File: config.mk
export PLATFORM = sky130hd
export DESIGN_NAME = scan_nearest_point_p_drive
export DESIGN_NICKNAME = d
export VERILOG_FILES = /design/src/rtl/snp_pkg.sv /design/src/rtl/snp_front.sv /design/src/rtl/snp_queue.sv /design/src/rtl/snp_back.sv /design/src/rtl/scan_nearest_point_p_drive.sv
export SDC_FILE = /design/constraint.sdc
export NUM_CORES = 2
export LEC_CHECK = 0
export BUFFER_PORTS_ARGS = -buffer_cell sky130_fd_sc_hd__clkbuf_2
export CAP_MARGIN = 20
export CORE_ASPECT_RATIO = 0.9
export CORE_MARGIN = 2
export CORE_UTILIZATION = 55
export DETAILED_ROUTE_END_ITERATION = 8
export PLACE_DENSITY = 0.74
export SLEW_MARGIN = 0
export SYNTH_ARGS = -nofsm -noshare
export SYNTH_HDL_FRONTEND = slang
export SYNTH_SLANG_ARGS = --single-unit
File: constraint.sdc
create_clock -name i_clk -period 8.8 [get_ports i_clk]
set_clock_uncertainty 0.2 [all_clocks]
set_input_delay 0.88 -clock i_clk [delete_from_list [all_inputs] [get_ports i_clk]]
set_output_delay 0.88 -clock i_clk [all_outputs]
set_load 0.02 [all_outputs]
File: src/rtl/snp_pkg.sv
// Shared types, constants and tables for the nearest scan point drive block.
package snp_pkg;

    localparam int CORDIC_STEPS = 16;

    localparam int RANGE_W    = 17;
    localparam int ANGLE_W    = 16;
    localparam int BEAM_W     = 20;
    localparam int STEP_W     = 14;
    localparam int GAIN_W     = 16;
    localparam int POS_W      = 18;
    localparam int CFG_ADDR_W = 3;
    localparam int CFG_DATA_W = 17;

    localparam int ATAN_IDX_W = 5;
    localparam int CORDIC_W   = 36;
    localparam int ZANG_W     = 32;
    localparam int RND_W      = 21;
    localparam int PROD_W     = 35;
    localparam int INV_W      = 30;

    localparam int QUEUE_DEPTH = 2;
    localparam int QPTR_W      = $clog2(QUEUE_DEPTH);
    localparam int QCNT_W      = $clog2(QUEUE_DEPTH + 1);

    localparam logic [RANGE_W-1:0]        RANGE_CAP     = 17'd102400;
    localparam logic signed [ANGLE_W-1:0] ANGLE_PI      = 16'sd25736;
    localparam logic signed [ANGLE_W-1:0] ANGLE_HALF_PI = 16'sd12868;
    localparam logic [INV_W-1:0]          INV_GAIN_Q30  = 30'd652032874;

    localparam logic signed [ANGLE_W-1:0] START_RESET = -16'sd18000;
    localparam logic signed [STEP_W-1:0]  STEP_RESET  = 14'sd50;
    localparam logic [GAIN_W-1:0]         LIN_RESET   = 16'd13107;
    localparam logic [GAIN_W-1:0]         ANG_RESET   = 16'd26214;
    localparam logic [RANGE_W-1:0]        STOP_RESET  = 17'd512;

    typedef enum logic [CFG_ADDR_W-1:0] {
        REG_START_ANGLE  = 3'd0,
        REG_ANGLE_STEP   = 3'd1,
        REG_LINEAR_GAIN  = 3'd2,
        REG_ANGULAR_GAIN = 3'd3,
        REG_STOP_DIST    = 3'd4
    } t_cfg_reg;

    typedef struct packed {
        logic signed [ANGLE_W-1:0] start_angle;
        logic signed [STEP_W-1:0]  angle_step;
        logic [GAIN_W-1:0]         linear_gain;
        logic [GAIN_W-1:0]         angular_gain;
        logic [RANGE_W-1:0]        stop_distance;
    } t_cfg;

    typedef struct packed {
        logic [RANGE_W-1:0]        range;
        logic signed [ANGLE_W-1:0] angle;
    } t_scan_rec;

    typedef enum logic [3:0] {
        S_IDLE,
        S_SCALE,
        S_ROT,
        S_ROUND,
        S_SAT,
        S_MUL_X,
        S_MUL_Y,
        S_MUL_T,
        S_DONE,
        S_PUSH
    } t_back_state;

    function automatic logic signed [ZANG_W-1:0] atan_q29(input logic [ATAN_IDX_W-1:0] idx);
        logic signed [ZANG_W-1:0] v;
        case (idx)
            5'd0:    v = 32'sd421657428;
            5'd1:    v = 32'sd248918915;
            5'd2:    v = 32'sd131521919;
            5'd3:    v = 32'sd66762579;
            5'd4:    v = 32'sd33510843;
            5'd5:    v = 32'sd16771758;
            5'd6:    v = 32'sd8387926;
            5'd7:    v = 32'sd4194219;
            5'd8:    v = 32'sd2097141;
            5'd9:    v = 32'sd1048575;
            5'd10:   v = 32'sd524288;
            5'd11:   v = 32'sd262144;
            5'd12:   v = 32'sd131072;
            5'd13:   v = 32'sd65536;
            5'd14:   v = 32'sd32768;
            5'd15:   v = 32'sd16384;
            5'd16:   v = 32'sd8192;
            5'd17:   v = 32'sd4096;
            5'd18:   v = 32'sd2048;
            5'd19:   v = 32'sd1024;
            5'd20:   v = 32'sd512;
            5'd21:   v = 32'sd256;
            5'd22:   v = 32'sd128;
            5'd23:   v = 32'sd64;
            default: v = '0;
        endcase
        return v;
    endfunction

endpackage

File: src/rtl/snp_front.sv
// Front end: tracks the nearest beam of a scan and queues one record per scan end.
module snp_front (
    input  logic                      i_clk,
    input  logic                      i_rst_n,
    input  snp_pkg::t_cfg             i_cfg,
    input  logic                      i_start_load,
    input  logic [snp_pkg::ANGLE_W-1:0] i_start_value,
    input  logic                      i_valid,
    output logic                      o_ready,
    input  logic [snp_pkg::RANGE_W-1:0] i_range,
    input  logic                      i_last,
    input  logic                      i_q_full,
    output logic                      o_q_push,
    output snp_pkg::t_scan_rec        o_q_rec
);
    import snp_pkg::*;

    logic [RANGE_W-1:0]        r_best;
    logic signed [ANGLE_W-1:0] r_held;
    logic signed [BEAM_W-1:0]  r_beam;

    logic                      accept;
    logic                      hit;
    logic signed [ANGLE_W-1:0] beam_sat;
    logic [RANGE_W-1:0]        n_best;
    logic signed [ANGLE_W-1:0] n_held;
    logic signed [BEAM_W-1:0]  n_beam;

    assign o_ready = ~i_q_full;
    assign accept  = i_valid & ~i_q_full;
    assign hit     = i_range < r_best;

    always_comb begin
        if (r_beam > BEAM_W'(ANGLE_PI)) begin
            beam_sat = ANGLE_PI;
        end else if (r_beam < -BEAM_W'(ANGLE_PI)) begin
            beam_sat = -ANGLE_PI;
        end else begin
            beam_sat = r_beam[ANGLE_W-1:0];
        end
    end

    assign n_best = hit ? i_range : r_best;
    assign n_held = hit ? beam_sat : r_held;
    assign n_beam = r_beam + BEAM_W'(i_cfg.angle_step);

    assign o_q_push      = accept & i_last;
    assign o_q_rec.range = n_best;
    assign o_q_rec.angle = n_held;

    always_ff @(posedge i_clk) begin
        if (!i_rst_n) begin
            r_best <= RANGE_CAP;
            r_held <= '0;
            r_beam <= BEAM_W'(START_RESET);
        end else if (accept) begin
            r_held <= n_held;
            if (i_last) begin
                r_best <= RANGE_CAP;
                r_beam <= BEAM_W'(i_cfg.start_angle);
            end else begin
                r_best <= n_best;
                r_beam <= n_beam;
            end
        end else if (i_start_load) begin
            r_beam <= BEAM_W'($signed(i_start_value));
        end
    end

endmodule

File: src/rtl/snp_queue.sv
// Short record queue between the front end and the back end.
module snp_queue (
    input  logic               i_clk,
    input  logic               i_rst_n,
    input  logic               i_push,
    input  snp_pkg::t_scan_rec i_rec,
    output logic               o_full,
    input  logic               i_pop,
    output logic               o_empty,
    output snp_pkg::t_scan_rec o_rec
);
    import snp_pkg::*;

    t_scan_rec          r_mem [QUEUE_DEPTH];
    logic [QPTR_W-1:0]  r_wr;
    logic [QPTR_W-1:0]  r_rd;
    logic [QCNT_W-1:0]  r_count;

    logic               do_push;
    logic               do_pop;

    assign o_full  = r_count == QCNT_W'(QUEUE_DEPTH);
    assign o_empty = r_count == '0;
    assign o_rec   = r_mem[r_rd];
    assign do_push = i_push & ~o_full;
    assign do_pop  = i_pop & ~o_empty;

    always_ff @(posedge i_clk) begin
        if (do_push) begin
            r_mem[r_wr] <= i_rec;
        end
    end

    always_ff @(posedge i_clk) begin
        if (!i_rst_n) begin
            r_wr    <= '0;
            r_rd    <= '0;
            r_count <= '0;
        end else begin
            if (do_push) begin
                r_wr <= r_wr + 1'b1;
            end
            if (do_pop) begin
                r_rd <= r_rd + 1'b1;
            end
            if (do_push && !do_pop) begin
                r_count <= r_count + 1'b1;
            end else if (do_pop && !do_push) begin
                r_count <= r_count - 1'b1;
            end
        end
    end

endmodule

File: src/rtl/snp_back.sv
// Back end: CORDIC rotation, saturation, gain products and the result register.
module snp_back (
    input  logic                       i_clk,
    input  logic                       i_rst_n,
    input  snp_pkg::t_cfg              i_cfg,
    input  logic                       i_q_empty,
    input  snp_pkg::t_scan_rec         i_q_rec,
    output logic                       o_q_pop,
    output logic                       o_valid,
    input  logic                       i_ready,
    output logic [snp_pkg::POS_W-1:0]   o_point_x,
    output logic [snp_pkg::POS_W-1:0]   o_point_y,
    output logic [snp_pkg::ANGLE_W-1:0] o_point_angle,
    output logic [snp_pkg::POS_W-1:0]   o_drive_x,
    output logic [snp_pkg::POS_W-1:0]   o_drive_y,
    output logic [snp_pkg::ANGLE_W-1:0] o_turn_rate,
    output logic                       o_stopped
);
    import snp_pkg::*;

    localparam logic signed [RND_W-1:0] POS_LIM = RND_W'(RANGE_CAP);

    t_back_state r_state;
    t_back_state n_state;

    logic [RANGE_W-1:0]         r_range;
    logic signed [ANGLE_W-1:0]  r_angle;
    logic                       r_flip;
    logic signed [CORDIC_W-1:0] r_x;
    logic signed [CORDIC_W-1:0] r_y;
    logic signed [ZANG_W-1:0]   r_z;
    logic [ATAN_IDX_W-1:0]      r_step;
    logic signed [RND_W-1:0]    r_rx;
    logic signed [RND_W-1:0]    r_ry;
    logic signed [POS_W-1:0]    r_px;
    logic signed [POS_W-1:0]    r_py;
    logic                       r_stop;
    logic signed [PROD_W-1:0]   r_prod;
    logic [POS_W-1:0]           r_dx;
    logic [POS_W-1:0]           r_dy;
    logic [ANGLE_W-1:0]         r_tr;

    logic                       r_o_valid;
    logic [POS_W-1:0]           r_o_px;
    logic [POS_W-1:0]           r_o_py;
    logic [ANGLE_W-1:0]         r_o_ang;
    logic [POS_W-1:0]           r_o_dx;
    logic [POS_W-1:0]           r_o_dy;
    logic [ANGLE_W-1:0]         r_o_tr;
    logic                       r_o_stop;

    logic                       load_out;
    logic                       out_free;
    logic                       rot_dir;
    logic signed [CORDIC_W-1:0] shift_x;
    logic signed [CORDIC_W-1:0] shift_y;
    logic signed [ZANG_W-1:0]   atan_v;
    logic signed [ANGLE_W:0]    adj_angle;
    logic [RANGE_W+INV_W-1:0]   scale_prod;
    logic signed [CORDIC_W-1:0] rnd_x;
    logic signed [CORDIC_W-1:0] rnd_y;
    logic signed [POS_W-1:0]    mul_a;
    logic signed [RANGE_W-1:0]  mul_b;
    logic signed [PROD_W-1:0]   prod_rnd;
    logic signed [RND_W-1:0]    sat_x_in;
    logic signed [RND_W-1:0]    sat_y_in;

    function automatic logic signed [POS_W-1:0] sat_pos(input logic signed [RND_W-1:0] v);
        logic signed [POS_W-1:0] s;
        if (v > POS_LIM) begin
            s = POS_W'(POS_LIM);
        end else if (v < -POS_LIM) begin
            s = POS_W'(-POS_LIM);
        end else begin
            s = v[POS_W-1:0];
        end
        return s;
    endfunction

    assign out_free = ~r_o_valid | i_ready;

    always_ff @(posedge i_clk) begin
        if (!i_rst_n) begin
            r_state <= S_IDLE;
        end else begin
            r_state <= n_state;
        end
    end

    always_comb begin
        n_state  = r_state;
        o_q_pop  = 1'b0;
        load_out = 1'b0;
        case (r_state)
            S_IDLE: begin
                if (!i_q_empty) begin
                    o_q_pop = 1'b1;
                    n_state = S_SCALE;
                end
            end
            S_SCALE: n_state = S_ROT;
            S_ROT: begin
                if (r_step == ATAN_IDX_W'(CORDIC_STEPS - 1)) begin
                    n_state = S_ROUND;
                end
            end
            S_ROUND: n_state = S_SAT;
            S_SAT:   n_state = S_MUL_X;
            S_MUL_X: n_state = S_MUL_Y;
            S_MUL_Y: n_state = S_MUL_T;
            S_MUL_T: n_state = S_DONE;
            S_DONE:  n_state = S_PUSH;
            S_PUSH: begin
                if (out_free) begin
                    load_out = 1'b1;
                    n_state  = S_IDLE;
                end
            end
            default: n_state = S_IDLE;
        endcase
    end

    assign rot_dir = ~r_z[ZANG_W-1];
    assign shift_x = r_x >>> r_step;
    assign shift_y = r_y >>> r_step;
    assign atan_v  = atan_q29(r_step);

    always_comb begin
        if (!r_flip) begin
            adj_angle = (ANGLE_W+1)'(r_angle);
        end else if (r_angle > 0) begin
            adj_angle = (ANGLE_W+1)'(r_angle) - (ANGLE_W+1)'(ANGLE_PI);
        end else begin
            adj_angle = (ANGLE_W+1)'(r_angle) + (ANGLE_W+1)'(ANGLE_PI);
        end
    end

    assign scale_prod = (RANGE_W+INV_W)'(r_range) * (RANGE_W+INV_W)'(INV_GAIN_Q30);
    assign rnd_x      = (r_x + CORDIC_W'(32768)) >>> 16;
    assign rnd_y      = (r_y + CORDIC_W'(32768)) >>> 16;
    assign sat_x_in   = r_rx;
    assign sat_y_in   = r_ry;

    always_comb begin
        case (r_state)
            S_MUL_Y: begin
                mul_a = r_py;
                mul_b = $signed({1'b0, i_cfg.linear_gain});
            end
            S_MUL_T: begin
                mul_a = -POS_W'(r_angle);
                mul_b = $signed({1'b0, i_cfg.angular_gain});
            end
            default: begin
                mul_a = r_px;
                mul_b = $signed({1'b0, i_cfg.linear_gain});
            end
        endcase
    end

    assign prod_rnd = (r_prod + PROD_W'(32768)) >>> 16;

    always_ff @(posedge i_clk) begin
        case (r_state)
            S_IDLE: begin
                r_range <= i_q_rec.range;
                r_angle <= i_q_rec.angle;
                r_flip  <= (i_q_rec.angle > ANGLE_HALF_PI) || (i_q_rec.angle < -ANGLE_HALF_PI);
            end
            S_SCALE: begin
                r_x    <= CORDIC_W'(scale_prod >> 14);
                r_y    <= '0;
                r_z    <= ZANG_W'(adj_angle) <<< 16;
                r_step <= '0;
            end
            S_ROT: begin
                if (rot_dir) begin
                    r_x <= r_x - shift_y;
                    r_y <= r_y + shift_x;
                    r_z <= r_z - atan_v;
                end else begin
                    r_x <= r_x + shift_y;
                    r_y <= r_y - shift_x;
                    r_z <= r_z + atan_v;
                end
                r_step <= r_step + 1'b1;
            end
            S_ROUND: begin
                r_rx <= r_flip ? -rnd_x[RND_W-1:0] : rnd_x[RND_W-1:0];
                r_ry <= r_flip ? -rnd_y[RND_W-1:0] : rnd_y[RND_W-1:0];
            end
            S_SAT: begin
                r_px <= sat_pos(sat_x_in);
                r_py <= sat_pos(sat_y_in);
            end
            S_MUL_X: begin
                r_stop <= $signed({r_px[POS_W-1], r_px}) <= $signed({2'b00, i_cfg.stop_distance});
                r_prod <= PROD_W'(mul_a) * PROD_W'(mul_b);
            end
            S_MUL_Y: begin
                r_dx   <= prod_rnd[POS_W-1:0];
                r_prod <= PROD_W'(mul_a) * PROD_W'(mul_b);
            end
            S_MUL_T: begin
                r_dy   <= prod_rnd[POS_W-1:0];
                r_prod <= PROD_W'(mul_a) * PROD_W'(mul_b);
            end
            S_DONE: begin
                r_tr <= prod_rnd[ANGLE_W-1:0];
            end
            default: begin
            end
        endcase
    end

    always_ff @(posedge i_clk) begin
        if (load_out) begin
            r_o_px   <= r_px;
            r_o_py   <= r_py;
            r_o_ang  <= r_angle;
            r_o_dx   <= r_stop ? '0 : r_dx;
            r_o_dy   <= r_stop ? '0 : r_dy;
            r_o_tr   <= r_stop ? '0 : r_tr;
            r_o_stop <= r_stop;
        end
    end

    always_ff @(posedge i_clk) begin
        if (!i_rst_n) begin
            r_o_valid <= 1'b0;
        end else if (load_out) begin
            r_o_valid <= 1'b1;
        end else if (i_ready) begin
            r_o_valid <= 1'b0;
        end
    end

    assign o_valid       = r_o_valid;
    assign o_point_x     = r_o_px;
    assign o_point_y     = r_o_py;
    assign o_point_angle = r_o_ang;
    assign o_drive_x     = r_o_dx;
    assign o_drive_y     = r_o_dy;
    assign o_turn_rate   = r_o_tr;
    assign o_stopped     = r_o_stop;

endmodule

File: src/rtl/scan_nearest_point_p_drive.sv
// Top level of the nearest scan point proportional drive block.
//
//  Channel   Signals                                 Content
//  s_axis    tvalid tready tdata[23:0] tlast         one range sample per beat, tlast ends a scan
//  m_axis    tvalid tready tdata[103:0] tuser[0:0]   one result per scan
//  cfg       i_cfg_we i_cfg_addr i_cfg_data          register writes, no read-back
//
// Samples are taken one per cycle while the queue has room; the nearest-beam search keeps up with the input.
// Each scan end places one record in a two-entry queue; the back end takes the next record
// only when it is done with the last, as it works with a single iterative CORDIC stage.
// The input stalls only while the queue holds two unprocessed scan ends.
// Reset is synchronous and active low and needs no clearing pass.
// A stalled result waits in the output register while new samples keep arriving.
module scan_nearest_point_p_drive (
    input  logic                            i_clk,
    input  logic                            i_rst_n,
    input  logic                            i_cfg_we,
    input  logic [snp_pkg::CFG_ADDR_W-1:0]  i_cfg_addr,
    input  logic [snp_pkg::CFG_DATA_W-1:0]  i_cfg_data,
    input  logic                            s_axis_tvalid,
    output logic                            s_axis_tready,
    // range_sample[16:0], zero pad [23:17]
    input  logic [23:0]                     s_axis_tdata,
    input  logic                            s_axis_tlast,
    output logic                            m_axis_tvalid,
    input  logic                            m_axis_tready,
    // point_x[17:0], point_y[35:18], point_angle[51:36], drive_x[69:52],
    // drive_y[87:70], turn_rate[103:88]
    output logic [103:0]                    m_axis_tdata,
    // stopped[0]
    output logic [0:0]                      m_axis_tuser
);
    import snp_pkg::*;

    t_cfg      r_cfg;
    logic      start_load;
    logic      q_push;
    logic      q_pop;
    logic      q_full;
    logic      q_empty;
    t_scan_rec q_in;
    t_scan_rec q_out;

    logic [POS_W-1:0]   point_x;
    logic [POS_W-1:0]   point_y;
    logic [ANGLE_W-1:0] point_angle;
    logic [POS_W-1:0]   drive_x;
    logic [POS_W-1:0]   drive_y;
    logic [ANGLE_W-1:0] turn_rate;
    logic               stopped;

    assign start_load = i_cfg_we && (i_cfg_addr == REG_START_ANGLE);

    always_ff @(posedge i_clk) begin
        if (!i_rst_n) begin
            r_cfg.start_angle   <= START_RESET;
            r_cfg.angle_step    <= STEP_RESET;
            r_cfg.linear_gain   <= LIN_RESET;
            r_cfg.angular_gain  <= ANG_RESET;
            r_cfg.stop_distance <= STOP_RESET;
        end else if (i_cfg_we) begin
            case (i_cfg_addr)
                REG_START_ANGLE:  r_cfg.start_angle   <= i_cfg_data[ANGLE_W-1:0];
                REG_ANGLE_STEP:   r_cfg.angle_step    <= i_cfg_data[STEP_W-1:0];
                REG_LINEAR_GAIN:  r_cfg.linear_gain   <= i_cfg_data[GAIN_W-1:0];
                REG_ANGULAR_GAIN: r_cfg.angular_gain  <= i_cfg_data[GAIN_W-1:0];
                REG_STOP_DIST:    r_cfg.stop_distance <= i_cfg_data[RANGE_W-1:0];
                default: begin
                end
            endcase
        end
    end

    snp_front u_front (
        .i_clk         (i_clk),
        .i_rst_n       (i_rst_n),
        .i_cfg         (r_cfg),
        .i_start_load  (start_load),
        .i_start_value (i_cfg_data[ANGLE_W-1:0]),
        .i_valid       (s_axis_tvalid),
        .o_ready       (s_axis_tready),
        .i_range       (s_axis_tdata[RANGE_W-1:0]),
        .i_last        (s_axis_tlast),
        .i_q_full      (q_full),
        .o_q_push      (q_push),
        .o_q_rec       (q_in)
    );

    snp_queue u_queue (
        .i_clk   (i_clk),
        .i_rst_n (i_rst_n),
        .i_push  (q_push),
        .i_rec   (q_in),
        .o_full  (q_full),
        .i_pop   (q_pop),
        .o_empty (q_empty),
        .o_rec   (q_out)
    );

    snp_back u_back (
        .i_clk         (i_clk),
        .i_rst_n       (i_rst_n),
        .i_cfg         (r_cfg),
        .i_q_empty     (q_empty),
        .i_q_rec       (q_out),
        .o_q_pop       (q_pop),
        .o_valid       (m_axis_tvalid),
        .i_ready       (m_axis_tready),
        .o_point_x     (point_x),
        .o_point_y     (point_y),
        .o_point_angle (point_angle),
        .o_drive_x     (drive_x),
        .o_drive_y     (drive_y),
        .o_turn_rate   (turn_rate),
        .o_stopped     (stopped)
    );

    assign m_axis_tdata = {turn_rate, drive_y, drive_x, point_angle, point_y, point_x};
    assign m_axis_tuser = stopped;

    a_no_push_when_full: assert property (@(posedge i_clk) disable iff (!i_rst_n)
        q_push |-> !q_full)
        else $error("scan record pushed into a full queue");

    a_no_pop_when_empty: assert property (@(posedge i_clk) disable iff (!i_rst_n)
        q_pop |-> !q_empty)
        else $error("back end popped an empty queue");

    a_stopped_zero_drive: assert property (@(posedge i_clk) disable iff (!i_rst_n)
        (m_axis_tvalid && m_axis_tuser[0]) |->
        (drive_x == '0 && drive_y == '0 && turn_rate == '0))
        else $error("stopped result carries a nonzero drive");

    a_point_in_range: assert property (@(posedge i_clk) disable iff (!i_rst_n)
        m_axis_tvalid |->
        ($signed(point_x) <= $signed(POS_W'(RANGE_CAP)) &&
         $signed(point_x) >= -$signed(POS_W'(RANGE_CAP))))
        else $error("point_x outside the saturation limit");

endmodule

==> reports/qor.csv <==
metric;value;unit
die-area;0.1113;mm2
place_area;0.06237;mm2
grt_antenna_before_repair;4;
start_util;55.56;%
rows;114;
worst_slew_pin_slew;1156;ps
hold_violations;0;
final_common_cell;nand2_1;
die_x;351.4;um
layout.nets;7253;
relSlewSlack;22.94;%
min-delay-start;i_cfg_data[16];
r2r_end;u_back.r_prod[32];
place.gp.congestion;1.024;
root_buffer;clkbuf_16;
yosys.area.top_type;edfxtp_1;
final_cell_mix;nand2_1, inv_1, fa_1;
rsz0062_at_grt;true;
cts_buffers;69;
yosysWarnings;0;
io_buffers;149;
yosys_register_bits;635;
max-cap-violations;0;
die_h;316.7;um
synth_nets;7151;
synth-edff-count;464;
grt_start_max_net_pins;119;
worstSetupStartpointType;flop;
synth_top_area_share;23.32;%
clock-sinks;635;
ctsHtreeMaxLevel;3;
synth-main-ff-cell;edfxtp_1;
path_clk_slew;60;ps
synthTopCellsByArea;edfxtp_1, fa_1, ha_1;
rr_worst_depth;31;
whs;254.2;ps
path_class;reg -> reg;
avgSynthCellArea;9.646;um2
fmax;115.5;MHz
required;9000;ps
layout-drive-gt1-share;11.54;%
syn_inst;6195;
stdcell_area;0.06502;mm2
area_growth;8.809;%
setup_viol;0;
hold_depth;3;
drtIter0Drc;4558;
via_per_inst;6.053;
coreArea;0.1075;mm2
outcome;finished clean;
overflow;0;
postRouteAntennaNets;0;
post_drt_wl_per_cell;22.12;um
r2r-start;u_back.r_angle[6];
min_to;r_cfg[16];
grt_first_pass_wirelength;269700;um
first_global_vias;46786;
ys_async_sr_fraction;0;%
dr.pass1.iters;6;
dr_total_vias;47238;
cts_tree;done;
finalWirelength;172600;um
period_needed;8660;ps
crit_arrival;8860;ps
dp_hpwl;133100;um
slew_violations;0;
hold_class;in -> reg;
crit_top_cell;fa_1;
slowest_stage;fa_1;
synth_area;0.05976;mm2
max-clock-path-buffers;3;
globalRouteTotalUtil;31.37;%
clock_latency;670;ps
critPathMaxFanout;4;
synth_cell_types;109;
slowest_delay;560;ps
cp-end-kind;flop;
pin_count;157;
ys_seq_area_share;29.05;%
drc;0;
reg2reg_slack;140;ps
period_share;98.40;%
how the worst max path moves through the flow:
stage | startpoint | to | slack (ps)
finish | u_back.r_angle[6] | u_back.r_prod[32] | 140
CTS | u_back.r_angle[6] | u_back.r_prod[33] | 2
global route | u_back.r_angle[6] | u_back.r_prod[32] | -130
detailed placement | u_back.r_angle[4] | u_back.r_prod[33] | -400
global placement | u_back.r_angle[4] | u_back.r_prod[33] | -310
floorplan | u_back.r_angle[4] | u_back.r_prod[33] | 5
cell families (layout without fill, tap and decap cells):
kind of cell             after synthesis  after routing  share of synthesized area [%]
buffers and inverters                958           1116                          6.323
AND/OR/NAND/NOR                     1835           1835                          14.24
other                                  0              1                              0
adder cells (fa/ha/maj)              908            908                          25.06
multiplexers                         299            299                          6.753
XOR/XNOR                             376            376                          5.511
AO/OA/AOI/OAI                       1184           1184                          13.07
flip-flops                           635            635                          29.05
synthesized netlist by cell type (35+ instances only):
cell type	n
and2_1	64
or3_1	35
mux4_2	70
o21ai_0	238
edfxtp_1	464
and3_1	50
xor2_1	149
mux2_2	111
fa_1	482
a21oi_1	313
nor2b_1	99
nor2_1	464
o21a_1	42
a21o_1	76
nand3_1	157
xnor2_1	227
a31oi_1	47
nand2b_1	49
ha_1	424
dfxtp_1	171
inv_1	672
nor3_1	83
clkbuf_1	208
a211oi_1	44
a21boi_0	63
nand2_1	686
mux2i_1	113
metrics by stage:
step	cells	util (%)	TNS (ps)	setup WS (ps)
finish	7804	60.46	0	140.4
global route	7803	60.45	-586.5	-127.0
CTS	7797	60.29	0	1.707
detailed placement	7665	57.99	-2330	-402.9
global placement	7664	57.98	-1378	-308.8
floorplan	6195	-	0	5.098
cell type report:
type	instances	area, um2
Sequential cell	635	17360
Antenna cell	1	2.502
Clock buffer	82	1836
Fill cell	9103	42530
Timing Repair Buffer	315	2072
Tap cell	1450	1814
Inverter	674	2532
Clock inverter	45	480.5
Multi-Input combinational cell	4602	38930
per-layer routing:
metal  wire length, um  GRT usage, %
met2             78620         50.10
met4              6965         11.77
met3             14460         5.814
met5                37             0
met1             72510         42.74
critical path: cells and delay by family, from the launching register on:
family | cells | cell delay (ps)
compound gates | 7 | 1100
xor+xnor | 1 | 120
fa+ha+maj | 8 | 3600
buf+inv | 4 | 260
flops | 1 | 380
simple gates | 11 | 2700
repair_timing:
action	CTS	global route
gates resized for setup	24	28
setup buffers	6	4
hold buffers	0	0
setup endpoints to repair	8	9
endpoints found under the hold margin	0	0
pin swaps	18	15
sequential cells by signal, indices dropped and copies added (netlist names), 19 cells and up, named ones only:
register        count
r_cfg              79
u_queue.r_mem      66
u_back.r_x         36
u_back.r_y         36
u_back.r_z         32
u_back.atan_v      29
u_back.r_rx        21
u_back.r_ry        21
u_front.r_beam     20
u_back.r_prod      19
Power is not shown: default switching activity piles up to over one toggle a cycle in this logic, so the estimate is an artifact.
